[src/fpsa_pkg.sv]
package fpsa_pkg;

    localparam int CMD_W    = 2;
    localparam int COUNT_W  = 7;
    localparam int STATUS_W = 3;

    typedef enum logic [CMD_W-1:0] {
        CMD_ALLOC  = 2'd0,
        CMD_FREE   = 2'd1,
        CMD_BULK   = 2'd2,
        CMD_CONTIG = 2'd3
    } cmd_t;

    typedef enum logic [STATUS_W-1:0] {
        STAT_OK     = 3'd0,
        STAT_EMPTY  = 3'd1,
        STAT_FULL   = 3'd2,
        STAT_NORUN  = 3'd3,
        STAT_BADCNT = 3'd4
    } status_t;

    typedef enum logic [1:0] {
        SEL_ZERO  = 2'd0,
        SEL_RDATA = 2'd1,
        SEL_START = 2'd2
    } frame_sel_t;

    typedef enum logic [3:0] {
        S_IDLE   = 4'd0,
        S_CHECK  = 4'd1,
        S_BREAD  = 4'd2,
        S_BEMIT  = 4'd3,
        S_SREAD  = 4'd4,
        S_SEVAL  = 4'd5,
        S_MREAD  = 4'd6,
        S_MWRITE = 4'd7,
        S_SHRINK = 4'd8,
        S_RESULT = 4'd9
    } state_t;

    // Commands from the controller to the datapath.
    typedef struct packed {
        logic       latch_in;
        logic       push;
        logic       pop;
        logic       bulk_init;
        logic       rd_idx;
        logic       bulk_step;
        logic       scan_init;
        logic       scan_eval;
        logic       scan_next;
        logic       move_init;
        logic       rd_src;
        logic       move_step;
        logic       shrink;
        logic       set_res;
        status_t    res_code;
        frame_sel_t res_sel;
        logic       out_load;
        status_t    out_status;
        frame_sel_t out_sel;
        logic       out_last;
    } ctrl_t;

    // Status from the datapath to the controller.
    typedef struct packed {
        cmd_t       cmd;
        status_t    err;
        logic       out_free;
        logic       rem_one;
        logic       scan_found;
        logic       scan_bottom;
        logic       move_none;
        logic       move_end;
        status_t    res_code;
        frame_sel_t res_sel;
    } dp_stat_t;

endpackage

[src/fpsa_ctrl.sv]
module fpsa_ctrl (
    input  logic               aclk,
    input  logic               aresetn,
    input  logic               in_valid,
    output logic               in_ready,
    input  fpsa_pkg::dp_stat_t stat,
    output fpsa_pkg::ctrl_t    ctrl
);

    fpsa_pkg::state_t state_reg;
    fpsa_pkg::state_t state_next;

    always_ff @(posedge aclk) begin
        if (!aresetn) begin
            state_reg <= fpsa_pkg::S_IDLE;
        end else begin
            state_reg <= state_next;
        end
    end

    always_comb begin
        state_next = state_reg;
        case (state_reg)
            fpsa_pkg::S_IDLE: begin
                if (in_valid) begin
                    state_next = fpsa_pkg::S_CHECK;
                end
            end
            fpsa_pkg::S_CHECK: begin
                if (stat.err != fpsa_pkg::STAT_OK) begin
                    state_next = fpsa_pkg::S_RESULT;
                end else begin
                    case (stat.cmd)
                        fpsa_pkg::CMD_BULK:   state_next = fpsa_pkg::S_BREAD;
                        fpsa_pkg::CMD_CONTIG: state_next = fpsa_pkg::S_SREAD;
                        default:              state_next = fpsa_pkg::S_RESULT;
                    endcase
                end
            end
            fpsa_pkg::S_BREAD: state_next = fpsa_pkg::S_BEMIT;
            fpsa_pkg::S_BEMIT: begin
                if (stat.out_free) begin
                    state_next = stat.rem_one ? fpsa_pkg::S_IDLE : fpsa_pkg::S_BREAD;
                end
            end
            fpsa_pkg::S_SREAD: state_next = fpsa_pkg::S_SEVAL;
            fpsa_pkg::S_SEVAL: begin
                if (stat.scan_found) begin
                    state_next = stat.move_none ? fpsa_pkg::S_SHRINK : fpsa_pkg::S_MREAD;
                end else if (stat.scan_bottom) begin
                    state_next = fpsa_pkg::S_RESULT;
                end else begin
                    state_next = fpsa_pkg::S_SREAD;
                end
            end
            fpsa_pkg::S_MREAD: state_next = fpsa_pkg::S_MWRITE;
            fpsa_pkg::S_MWRITE: begin
                state_next = stat.move_end ? fpsa_pkg::S_SHRINK : fpsa_pkg::S_MREAD;
            end
            fpsa_pkg::S_SHRINK: state_next = fpsa_pkg::S_RESULT;
            fpsa_pkg::S_RESULT: begin
                if (stat.out_free) begin
                    state_next = fpsa_pkg::S_IDLE;
                end
            end
            default: state_next = fpsa_pkg::S_IDLE;
        endcase
    end

    always_comb begin
        ctrl     = '0;
        in_ready = 1'b0;
        case (state_reg)
            fpsa_pkg::S_IDLE: begin
                in_ready      = 1'b1;
                ctrl.latch_in = in_valid;
            end
            fpsa_pkg::S_CHECK: begin
                if (stat.err != fpsa_pkg::STAT_OK) begin
                    ctrl.set_res  = 1'b1;
                    ctrl.res_code = stat.err;
                    ctrl.res_sel  = fpsa_pkg::SEL_ZERO;
                end else begin
                    case (stat.cmd)
                        fpsa_pkg::CMD_ALLOC: begin
                            ctrl.pop      = 1'b1;
                            ctrl.set_res  = 1'b1;
                            ctrl.res_code = fpsa_pkg::STAT_OK;
                            ctrl.res_sel  = fpsa_pkg::SEL_RDATA;
                        end
                        fpsa_pkg::CMD_FREE: begin
                            ctrl.push     = 1'b1;
                            ctrl.set_res  = 1'b1;
                            ctrl.res_code = fpsa_pkg::STAT_OK;
                            ctrl.res_sel  = fpsa_pkg::SEL_ZERO;
                        end
                        fpsa_pkg::CMD_BULK:   ctrl.bulk_init = 1'b1;
                        default:              ctrl.scan_init = 1'b1;
                    endcase
                end
            end
            fpsa_pkg::S_BREAD: ctrl.rd_idx = 1'b1;
            fpsa_pkg::S_BEMIT: begin
                if (stat.out_free) begin
                    ctrl.out_load   = 1'b1;
                    ctrl.out_status = fpsa_pkg::STAT_OK;
                    ctrl.out_sel    = fpsa_pkg::SEL_RDATA;
                    ctrl.out_last   = stat.rem_one;
                    ctrl.bulk_step  = 1'b1;
                end
            end
            fpsa_pkg::S_SREAD: ctrl.rd_idx = 1'b1;
            fpsa_pkg::S_SEVAL: begin
                ctrl.scan_eval = 1'b1;
                if (stat.scan_found) begin
                    ctrl.move_init = 1'b1;
                    ctrl.set_res   = 1'b1;
                    ctrl.res_code  = fpsa_pkg::STAT_OK;
                    ctrl.res_sel   = fpsa_pkg::SEL_START;
                end else if (stat.scan_bottom) begin
                    ctrl.set_res  = 1'b1;
                    ctrl.res_code = fpsa_pkg::STAT_NORUN;
                    ctrl.res_sel  = fpsa_pkg::SEL_ZERO;
                end else begin
                    ctrl.scan_next = 1'b1;
                end
            end
            fpsa_pkg::S_MREAD:  ctrl.rd_src    = 1'b1;
            fpsa_pkg::S_MWRITE: ctrl.move_step = 1'b1;
            fpsa_pkg::S_SHRINK: ctrl.shrink    = 1'b1;
            fpsa_pkg::S_RESULT: begin
                if (stat.out_free) begin
                    ctrl.out_load   = 1'b1;
                    ctrl.out_status = stat.res_code;
                    ctrl.out_sel    = stat.res_sel;
                    ctrl.out_last   = 1'b1;
                end
            end
            default: begin
                ctrl = '0;
            end
        endcase
    end

endmodule

[config.mk]
export PLATFORM = sky130hd
export DESIGN_NAME = fpsa_ctrl
export DESIGN_NICKNAME = d
export VERILOG_FILES = /design/src/fpsa_pkg.sv /design/src/fpsa_ctrl.sv
export SDC_FILE = /design/constraint.sdc
export NUM_CORES = 1
export LEC_CHECK = 0
export BUFFER_PORTS_ARGS = -buffer_cell sky130_fd_sc_hd__buf_4
export CORE_AREA = 2 2 43 45
export DETAILED_ROUTE_END_ITERATION = 16
export DIE_AREA = 0 0 45 47
export PLACE_DENSITY = 0.74
export SYNTH_ARGS = -nofsm -noshare
export SYNTH_HDL_FRONTEND = slang
export SYNTH_SLANG_ARGS = --single-unit
[constraint.sdc]
create_clock -name aclk -period 2 [get_ports aclk]
set_input_delay 0.4 -clock aclk [delete_from_list [all_inputs] [get_ports aclk]]
set_output_delay 0.4 -clock aclk [all_outputs]
set_load 0.01 [all_outputs]
==> results of run 1 <==
-- cell families (layout without fill, tap and decap cells) --
kind of cell | Yosys count | count (layout)
AO/OA/AOI/OAI | 16 | 16
XOR/XNOR | 2 | 2
buffers and inverters | 8 | 55
flip-flops | 4 | 4
multiplexers | 2 | 2
AND/OR/NAND/NOR | 46 | 46
-- synth_stat cells, drive strengths merged, types with 2 or more instances --
cell type	n
nor3b	3
mux2i	2
o31ai	2
o21a	3
and2	6
nor2	2
a21o	2
o22ai	2
nand2b	5
or4bb	2
nor2b	2
nor3	6
xnor2	2
dfxtp	4
nand2	12
clkbuf	2
buf	4
o2bb2ai	2
-- repair_timing --
action / in CTS / in global routing
endpoints found under the setup margin: 6 / 10
gates resized for setup: 2 / 4
pin swaps: 1 / 0
setup buffers: 1 / 0
-- per-layer routing --
layer	GRT usage [%]	vias to the layer above	part of all wire, %
li1	-	379	-
met1	20.4	318	41
met2	30.3	25	50
met3	2.31	4	7.9
met4	8.82	0	1.6
met5	0	-	0
-- report_power, final --
part,total [mW],switching [mW],internal (mW)
logic,0.228,0.0952,0.132
clock network,0.0992,0.0322,0.0671
registers,0.115,0.0240,0.0910
total,0.442,0.151,0.290
-- worst reg2reg max path, stage by stage, from the launching register on --
cell     delay [ns]
dfxtp_2        0.35
buf_4          0.17
or4_1          0.51
o21a_1         0.12
o22ai_1        0.13
o22ai_1        0.09
-- area by class of cell --
cell class,count,area share (%)
inverter,2,0.892
sequential,4,8.66
timing repair buffer,50,38.2
clock buffer,3,2.29
multi-input combinational,66,47.8
tap,17,2.17
-- path summary, 6_finish.rpt --
path / to / slack, ns / cells after the start
setup / recovery: ctrl[0] / 0.08 / 5
hold / removal: state_reg[1] / 0.42 / 2
setup reg to reg: state_reg[0] / 0.52 / 5
hold reg to reg: state_reg[1] / 0.63 / 3
==> reports/metrics.yaml, run 1 <==
layout-area-overhead-vs-synth_pct: 68.1
synth-compound-area-share_pct: 21.0
synth_area_in_simple_gates_pct: 51.8
core-area_um2: 1650
totalWireLength_mm: 1.79
routed_wl_per_cell_um: 12.6
postSynth.asyncResetShare_pct: 0
seq_area_frac_synth_pct: 13.7
final_cycle_share_pct: 96.2
ys_types: 37
cp_cell_instances: "nand2_2 -> or4b_4 -> clkinv_2 -> a21o_1 -> buf_4"
cts-buffers-inserted: 3
final_ws_setup_ns: 0.0756
r2r_start: "state_reg[0]"
die_w_um: 45
dpl-instance-area_um2: 941
element_type_at_the_critical_path_end: "output pin"
route.vias.total: 726
ctsRootBufferMaster: "clkbuf_4"
postRouteAntennaNets: 0
cts_sinks: 4
grt_antenna_before_repair: 0
drv_slew: 0
grt_max_degree: 15
setup.worst_path.class: "register to output pin"
clock_insertion_delay_worst_skew_ns: 0.23
powerDensity_nw_per_um2: 450
clk_path_buf_depth: 2
number_of_standard_cell_rows_in_the_floorplan: 15
ys_warn_count: 0
critPathTopFamily: "simple AND/OR/NAND/NOR gates"
worst_setup_path_start_kind: "register"
tightestPinTransition_ns: 0.425
placedCellCount: 138
largest_register_ffs: 4
max_clock_freq_ghz: 0.520
clk_pin_slew_ns: 0.04
synth.ff_latch_count: 4
slew-limit-headroom_pct: 71.5
num-fill-cells: 164
die_area_um2: 2120
hold_path_class: "primary input to register"
drv.max_cap_violation_count: 0
run_status: "completed"
stdcell_count: 142
drive_gt1_share_pct: 52.8
register_area_um2: 85.1
cts_max_level: 1
fin_total_pwr_mw: 0.442
hold_viol: 0
yosysTopAreaCell: "dfxtp_1"
synth_cells: 78
finalSetupViolations: 0
synth_adder_area_share_pct: 0
grt_pass1_wl_mm: 2.68
cp-startpoint: "state_reg[0]"
antenna_cells_inserted: 0
timing.critical_path.required_ns: 1.60
critical_path.n_buffers_inverters: 2
globalplace.congestion: 0.790
die_y_um: 47
synthXorXnorAreaFrac_pct: 3.00
final_common_cell: "buf_4"
max_vdd_drop_mv: 0.443
synth_top_family_by_area: "simple AND/OR/NAND/NOR gates"
netlist_area_um2: 584
finalClockSkew_ns: 0.00371
grt_usage_pct: 17.2
portBuffers: 45
synth_mux_area_share_pct: 3.43
tritoncts_clock_tree: "done"
power.static_leakage_nw: 0.500
floorplan.initialDensity_pct: 35.4
layout_min_cycle_time_ns: 1.92
globalRouteOverflowTotal: 0
synthTopCellsByArea: "dfxtp_1 (14%), nand2_1 (7.1%), and2_1 (6.4%), nand2b_1 (5.4%), nor3_1 (5.1%)"
fin_area_um2: 982
layout.core_utilization_pct: 59.5
number_of_enable_flip_flop_cells_after_synthesis: 0
place_hpwl_mm: 1.46
route.detailed.drc: 0
grt_pass1_vias: 654
hold_start: "aresetn"
tns_ns: 0
pre_cts_slack_ns: 0.193
multi_input_combinational_cell_area_um2: 469
floorplan.io_pins: 46
crit_path_top_delay_cell: "or4b_4"
yosys.area.top_type_share_pct: 13.7
cts_hold_repair.buffers: 0
final_nets: 146
firstDrtPassIters: 4
postSynthAreaPerCell_um2: 7.49
most-common-layout-cells: "buf_4 (50), nand2_1 (10), nor3_1 (6), and2_1 (6), nand2b_1 (5)"
hold_ws_ns: 0.416
drtIter0Drc: 8
path_max_fanout: 8
synth_top_flop_cell: "dfxtp_1"
worst-endpoint-arrival_ns: 1.52
cpPeakStageDelay_ns: 0.54
rsz0062_at_grt: "no"
drt-vias-per-instance: 5.11
synth_fp_nets: 97
No activity file was read; power rests on OpenSTA's default activity.
==> run 2: changes to the inputs <==
--- a/config.mk
+++ b/config.mk
@@ -6,10 +6,9 @@
 export NUM_CORES = 1
 export LEC_CHECK = 0
 export BUFFER_PORTS_ARGS = -buffer_cell sky130_fd_sc_hd__buf_4
-export CORE_AREA = 2 2 43 45
+export CORE_AREA = 2 2 52 54
 export DETAILED_ROUTE_END_ITERATION = 16
-export DIE_AREA = 0 0 45 47
-export PLACE_DENSITY = 0.74
+export DIE_AREA = 0 0 54 56
 export SYNTH_ARGS = -nofsm -noshare
 export SYNTH_HDL_FRONTEND = slang
 export SYNTH_SLANG_ARGS = --single-unit
==> reports/metrics.yaml, run 2 (same netlist as run 1, synthesis figures left out) <==
drv.max_cap_violation_count: 0
die_area_um2: 3020
cts-buffers-inserted: 3
fin_total_pwr_mw: 0.441
route.vias.total: 759
multi_input_combinational_cell_area_um2: 470
path_max_fanout: 10
powerDensity_nw_per_um2: 439
cts_hold_repair.buffers: 0
die_w_um: 54
final_nets: 147
finalClockSkew_ns: 0.00196
floorplan.initialDensity_pct: 24.0
stdcell_count: 156
clock_insertion_delay_worst_skew_ns: 0.23
tns_ns: 0
hold-path-cell-count: 2
finalSetupViolations: 0
worst-endpoint-arrival_ns: 1.54
max_vdd_drop_mv: 0.252
worst_setup_path_start_kind: "register"
place_hpwl_mm: 1.53
timing.critical_path.required_ns: 1.60
die_y_um: 56
drt-vias-per-instance: 4.87
grt_pass1_wl_mm: 2.95
ctsRootBufferMaster: "clkbuf_4"
portBuffers: 45
number_of_standard_cell_rows_in_the_floorplan: 18
slew-limit-headroom_pct: 77.0
gr-usage-met3_pct: 2.96
power.static_leakage_nw: 0.504
max_clock_freq_ghz: 0.516
grt_max_degree: 13
element_type_at_the_critical_path_end: "output pin"
r2r_start: "state_reg[3]"
firstDrtPassIters: 4
clk_path_buf_depth: 2
grt_use_met1_pct: 13.4
antenna_cells_inserted: 0
run_status: "completed"
layout-area-overhead-vs-synth_pct: 72.2
rrSetupSlack_ns: 0.42
layout.core_utilization_pct: 41.4
final_common_cell: "buf_4"
grt_antenna_before_repair: 0
clk_pin_slew_ns: 0.03
most-common-layout-cells: "buf_4 (51), nand2_1 (11), nor3_1 (6), and2_1 (6), nand2b_1 (5)"
globalRouteOverflowTotal: 0
whs_endpoint: "state_reg[2]"
globalplace.congestion: 0.810
drv_slew: 0
hold_path_class: "primary input to register"
route.detailed.drc: 0
totalWireLength_mm: 1.85
drive_gt1_share_pct: 53.2
final_cycle_share_pct: 96.8
cts_sinks: 4
postRouteAntennaNets: 0
worstReg2RegEnd: "state_reg[0]"
largest_register_ffs: 4
routed_wl_per_cell_um: 11.8
placedCellCount: 152
setup.worst_path.class: "register to output pin"
core-area_um2: 2430
grt_usage_pct: 12.6
r2r_cells: 5
layout_min_cycle_time_ns: 1.94
grt.met2_usage_pct: 23.2
register_area_um2: 83.8
floorplan.io_pins: 46
grt_pass1_vias: 718
hold_viol: 0
tightestPinTransition_ns: 0.343
drtIter0Drc: 5
grt_most_used_layer: "met2"
cts_max_level: 1
hold_start: "aresetn"
num-fill-cells: 259
tritoncts_clock_tree: "done"
==> run 2: cell count changes in the layout (fill, tap and decap cells not counted), sizes merged <==
cell and change:
buf +1
==> run 2: final cells by class <==
class | instances | share of cell area [%]
inverter | 2 | 0.871
clock buffer | 3 | 2.24
sequential | 4 | 8.33
timing repair buffer | 51 | 38.1
tap | 30 | 3.73
multi-input combinational | 66 | 46.8
==> run 2: worst max-delay path by stage <==
stage                  from  endpoint
2_1_floorplan  state_reg[3]   ctrl[0]
3_3_place_gp   state_reg[1]   ctrl[0]
3_5_place_dp       stat[13]  ctrl[22]
4_1_cts        state_reg[3]  ctrl[22]
5_1_grt        state_reg[1]  ctrl[22]
6_report       state_reg[2]   ctrl[0]
==> run 2: layer usage <==
metal | vias to the layer above | routed length, um
met3 | 2 | 161
li1 | 382 | -
met2 | 32 | 943
met4 | 0 | 7
met5 | - | 0
met1 | 343 | 735
==> run 2: metrics by stage <==
step	setup slack (ns)	hold WS, ns	area [um^2]
after floorplan	0.334	0.517	584
after global placement	0.242	0.648	965
final	0.0633	0.430	1010
after detailed placement	0.237	0.665	965
after global routing	-0.00268	0.441	1010
after CTS	0.00861	0.422	992
==> run 2: report_power, final <==
| part | internal, mW | switching, mW | total [mW] |
|---|---|---|---|
| clock network | 0.0669 | 0.0295 | 0.0964 |
| registers | 0.0901 | 0.0139 | 0.104 |
| logic | 0.133 | 0.108 | 0.241 |
==> run 2: critical path, cell delays in order, from the launching register on <==
cell,delay (ns)
dfxtp_2,0.34
buf_4,0.17
or4b_4,0.51
clkinv_2,0.07
a21o_1,0.11
buf_4,0.11
==> run 2: repair_timing <==
item,4_1_cts,5_1_grt
gates resized for setup,2,4
setup buffers,0,1
setup endpoints to repair,2,12
pin swaps,0,2
==> run 3: changes to the inputs <==
==> constraint.sdc (replaced) <==
create_clock -name aclk -period 1.7 [get_ports aclk]
set_input_delay 0.34 -clock aclk [delete_from_list [all_inputs] [get_ports aclk]]
set_output_delay 0.34 -clock aclk [all_outputs]
set_load 0.01 [all_outputs]
==> reports/metrics.yaml, run 3 (same netlist as run 1, synthesis figures left out) <==
cts_max_level: 1
globalRouteOverflowTotal: 0
final_cycle_share_pct: 106
p_sw_mw: 0.195
slew-limit-headroom_pct: 80.7
die_y_um: 56
largest_register_ffs: 4
power_frac_seq_pct: 21.2
rrSetupSlack_ns: 0.11
cell_internal_pwr_mw: 0.381
hold_viol: 0
element_type_at_the_critical_path_end: "output pin"
floorplan.initialDensity_pct: 24.0
rsz0062_at_grt: "yes"
register_area_um2: 92.6
layout_min_cycle_time_ns: 1.80
r2r_cells: 5
most-common-layout-cells: "buf_4 (60), nand2_1 (9), nand2b_1 (5)"
critPathTopFamily: "simple AND/OR/NAND/NOR gates"
clk_pin_slew_ns: 0.04
die_area_um2: 3020
multi_input_combinational_cell_area_um2: 531
finalClockSkew_ns: 0.000677
max_vdd_drop_mv: 0.234
portBuffers: 45
power_frac_comb_pct: 59.4
clock_insertion_delay_worst_skew_ns: 0.23
pre_cts_slack_ns: 0.0204
setup.worst_path.class: "register to output pin"
grt_pass1_vias: 738
path_max_fanout: 4
drive_gt1_share_pct: 63.7
hold_start: "aresetn"
powerDensity_nw_per_um2: 504
postRouteAntennaNets: 0
netSwitchingFraction_pct: 33.8
route.detailed.drc: 0
final_ws_setup_ns: -0.100
drtIter0Drc: 9
placedCellCount: 157
timing.critical_path.required_ns: 1.36
max_clock_freq_ghz: 0.555
clk_path_buf_depth: 2
antenna_cells_inserted: 0
run_status: "complete, but fails checks"
grt_pass1_wl_mm: 2.93
hold-path-cell-count: 2
number_of_standard_cell_rows_in_the_floorplan: 18
die_w_um: 54
grt_max_degree: 10
layout-area-overhead-vs-synth_pct: 95.5
grt_antenna_before_repair: 0
r2r_start: "state_reg[3]"
worst-endpoint-arrival_ns: 1.46
power.static_leakage_nw: 0.581
drv.max_cap_violation_count: 0
drt-vias-per-instance: 4.87
floorplan.io_pins: 46
totalWireLength_mm: 2.01
hold_ws_ns: 0.378
ctsRootBufferMaster: "clkbuf_4"
tritoncts_clock_tree: "done"
cts_sinks: 4
tightestPinTransition_ns: 0.288
power.share.clock_pct: 19.4
globalplace.congestion: 0.854
cts-buffers-inserted: 3
core-area_um2: 2430
routed_wl_per_cell_um: 12.2
crit_path_top_delay_cell: "or4b_4"
cpPeakStageDelay_ns: 0.53
num-fill-cells: 255
firstDrtPassIters: 4
grt_usage_pct: 12.5
cp_cell_instances: "nand2_2 -> or4b_4 -> clkinv_2 -> a21o_1 -> buf_4"
drv_slew: 0
route.vias.total: 803
final_common_cell: "buf_4"
critical_path.n_buffers_inverters: 2
whs_endpoint: "state_reg[1]"
place_hpwl_mm: 1.60
violations_in_the_final_reports: "setup timing"
worstReg2RegEnd: "state_reg[0]"
cts_hold_repair.buffers: 0
hold_path_class: "primary input to register"
stdcell_count: 165
worst_setup_path_start_kind: "register"
final_nets: 156
finalSetupViolations: 11
[run 3: cell count changes in the layout (fill, tap and decap cells not counted), moves of 3 or more]
cell,before,now
buf_4,51,60
nor3_1,6,3
dfxtp_4,0,3
nor3_2,0,3
[run 3: area by class of cell]
class / count / share of cell area [%]
timing repair buffer: 60 / 39.4
clock buffer: 3 / 1.97
tap: 30 / 3.29
multi-input combinational: 66 / 46.4
sequential: 4 / 8.11
inverter: 2 / 0.767
[run 3: power by group through the flow]
stage / combinational [mW] / sequential, mW / clock [mW]
after global routing: 0.371 / 0.124 / 0.124
final: 0.342 / 0.122 / 0.112
after floorplan: 0.150 / 0.116 / 0
after detailed placement: 0.293 / 0.124 / 0
after CTS: 0.315 / 0.123 / 0.117
after global placement: 0.291 / 0.123 / 0
[run 3: repair_timing]
item / CTS / global route
setup buffers: 1 / 4
pin swaps: 2 / 4
gates resized for setup: 13 / 10
setup endpoints to repair: 20 / 19
[run 3: worst max-delay path by stage]
stage	startpoint	to	slack (ns)	cells past startpoint
finish	state_reg[1]	ctrl[0]	-0.10	5
global route	state_reg[3]	ctrl[22]	-0.17	4
CTS	state_reg[1]	ctrl[0]	-0.12	5
detailed placement	state_reg[0]	ctrl[0]	0.02	5
global placement	state_reg[0]	ctrl[0]	0.04	5
floorplan	state_reg[3]	ctrl[0]	0.09	4
[run 3: routing by layer]
metal  vias to the layer above  track usage, %  share of wire, %
met5                         -               0                 0
met3                         0            3.76               9.4
met2                        31            24.0                55
met4                         0            2.86                 0
li1                        399               -                 -
met1                       373            12.3                36
[run 3: metrics by stage]
stage	power (mW)	cell area (um^2)	setup TNS [ns]	utilization (%)
after CTS	0.556	1070	-0.742	43.8
after detailed placement	0.418	1000	0	41.2
after floorplan	0.267	584	0	-
final	0.576	1140	-0.390	47.0
after global routing	0.619	1140	-1.58	47.0
after global placement	0.415	1000	0	41.2
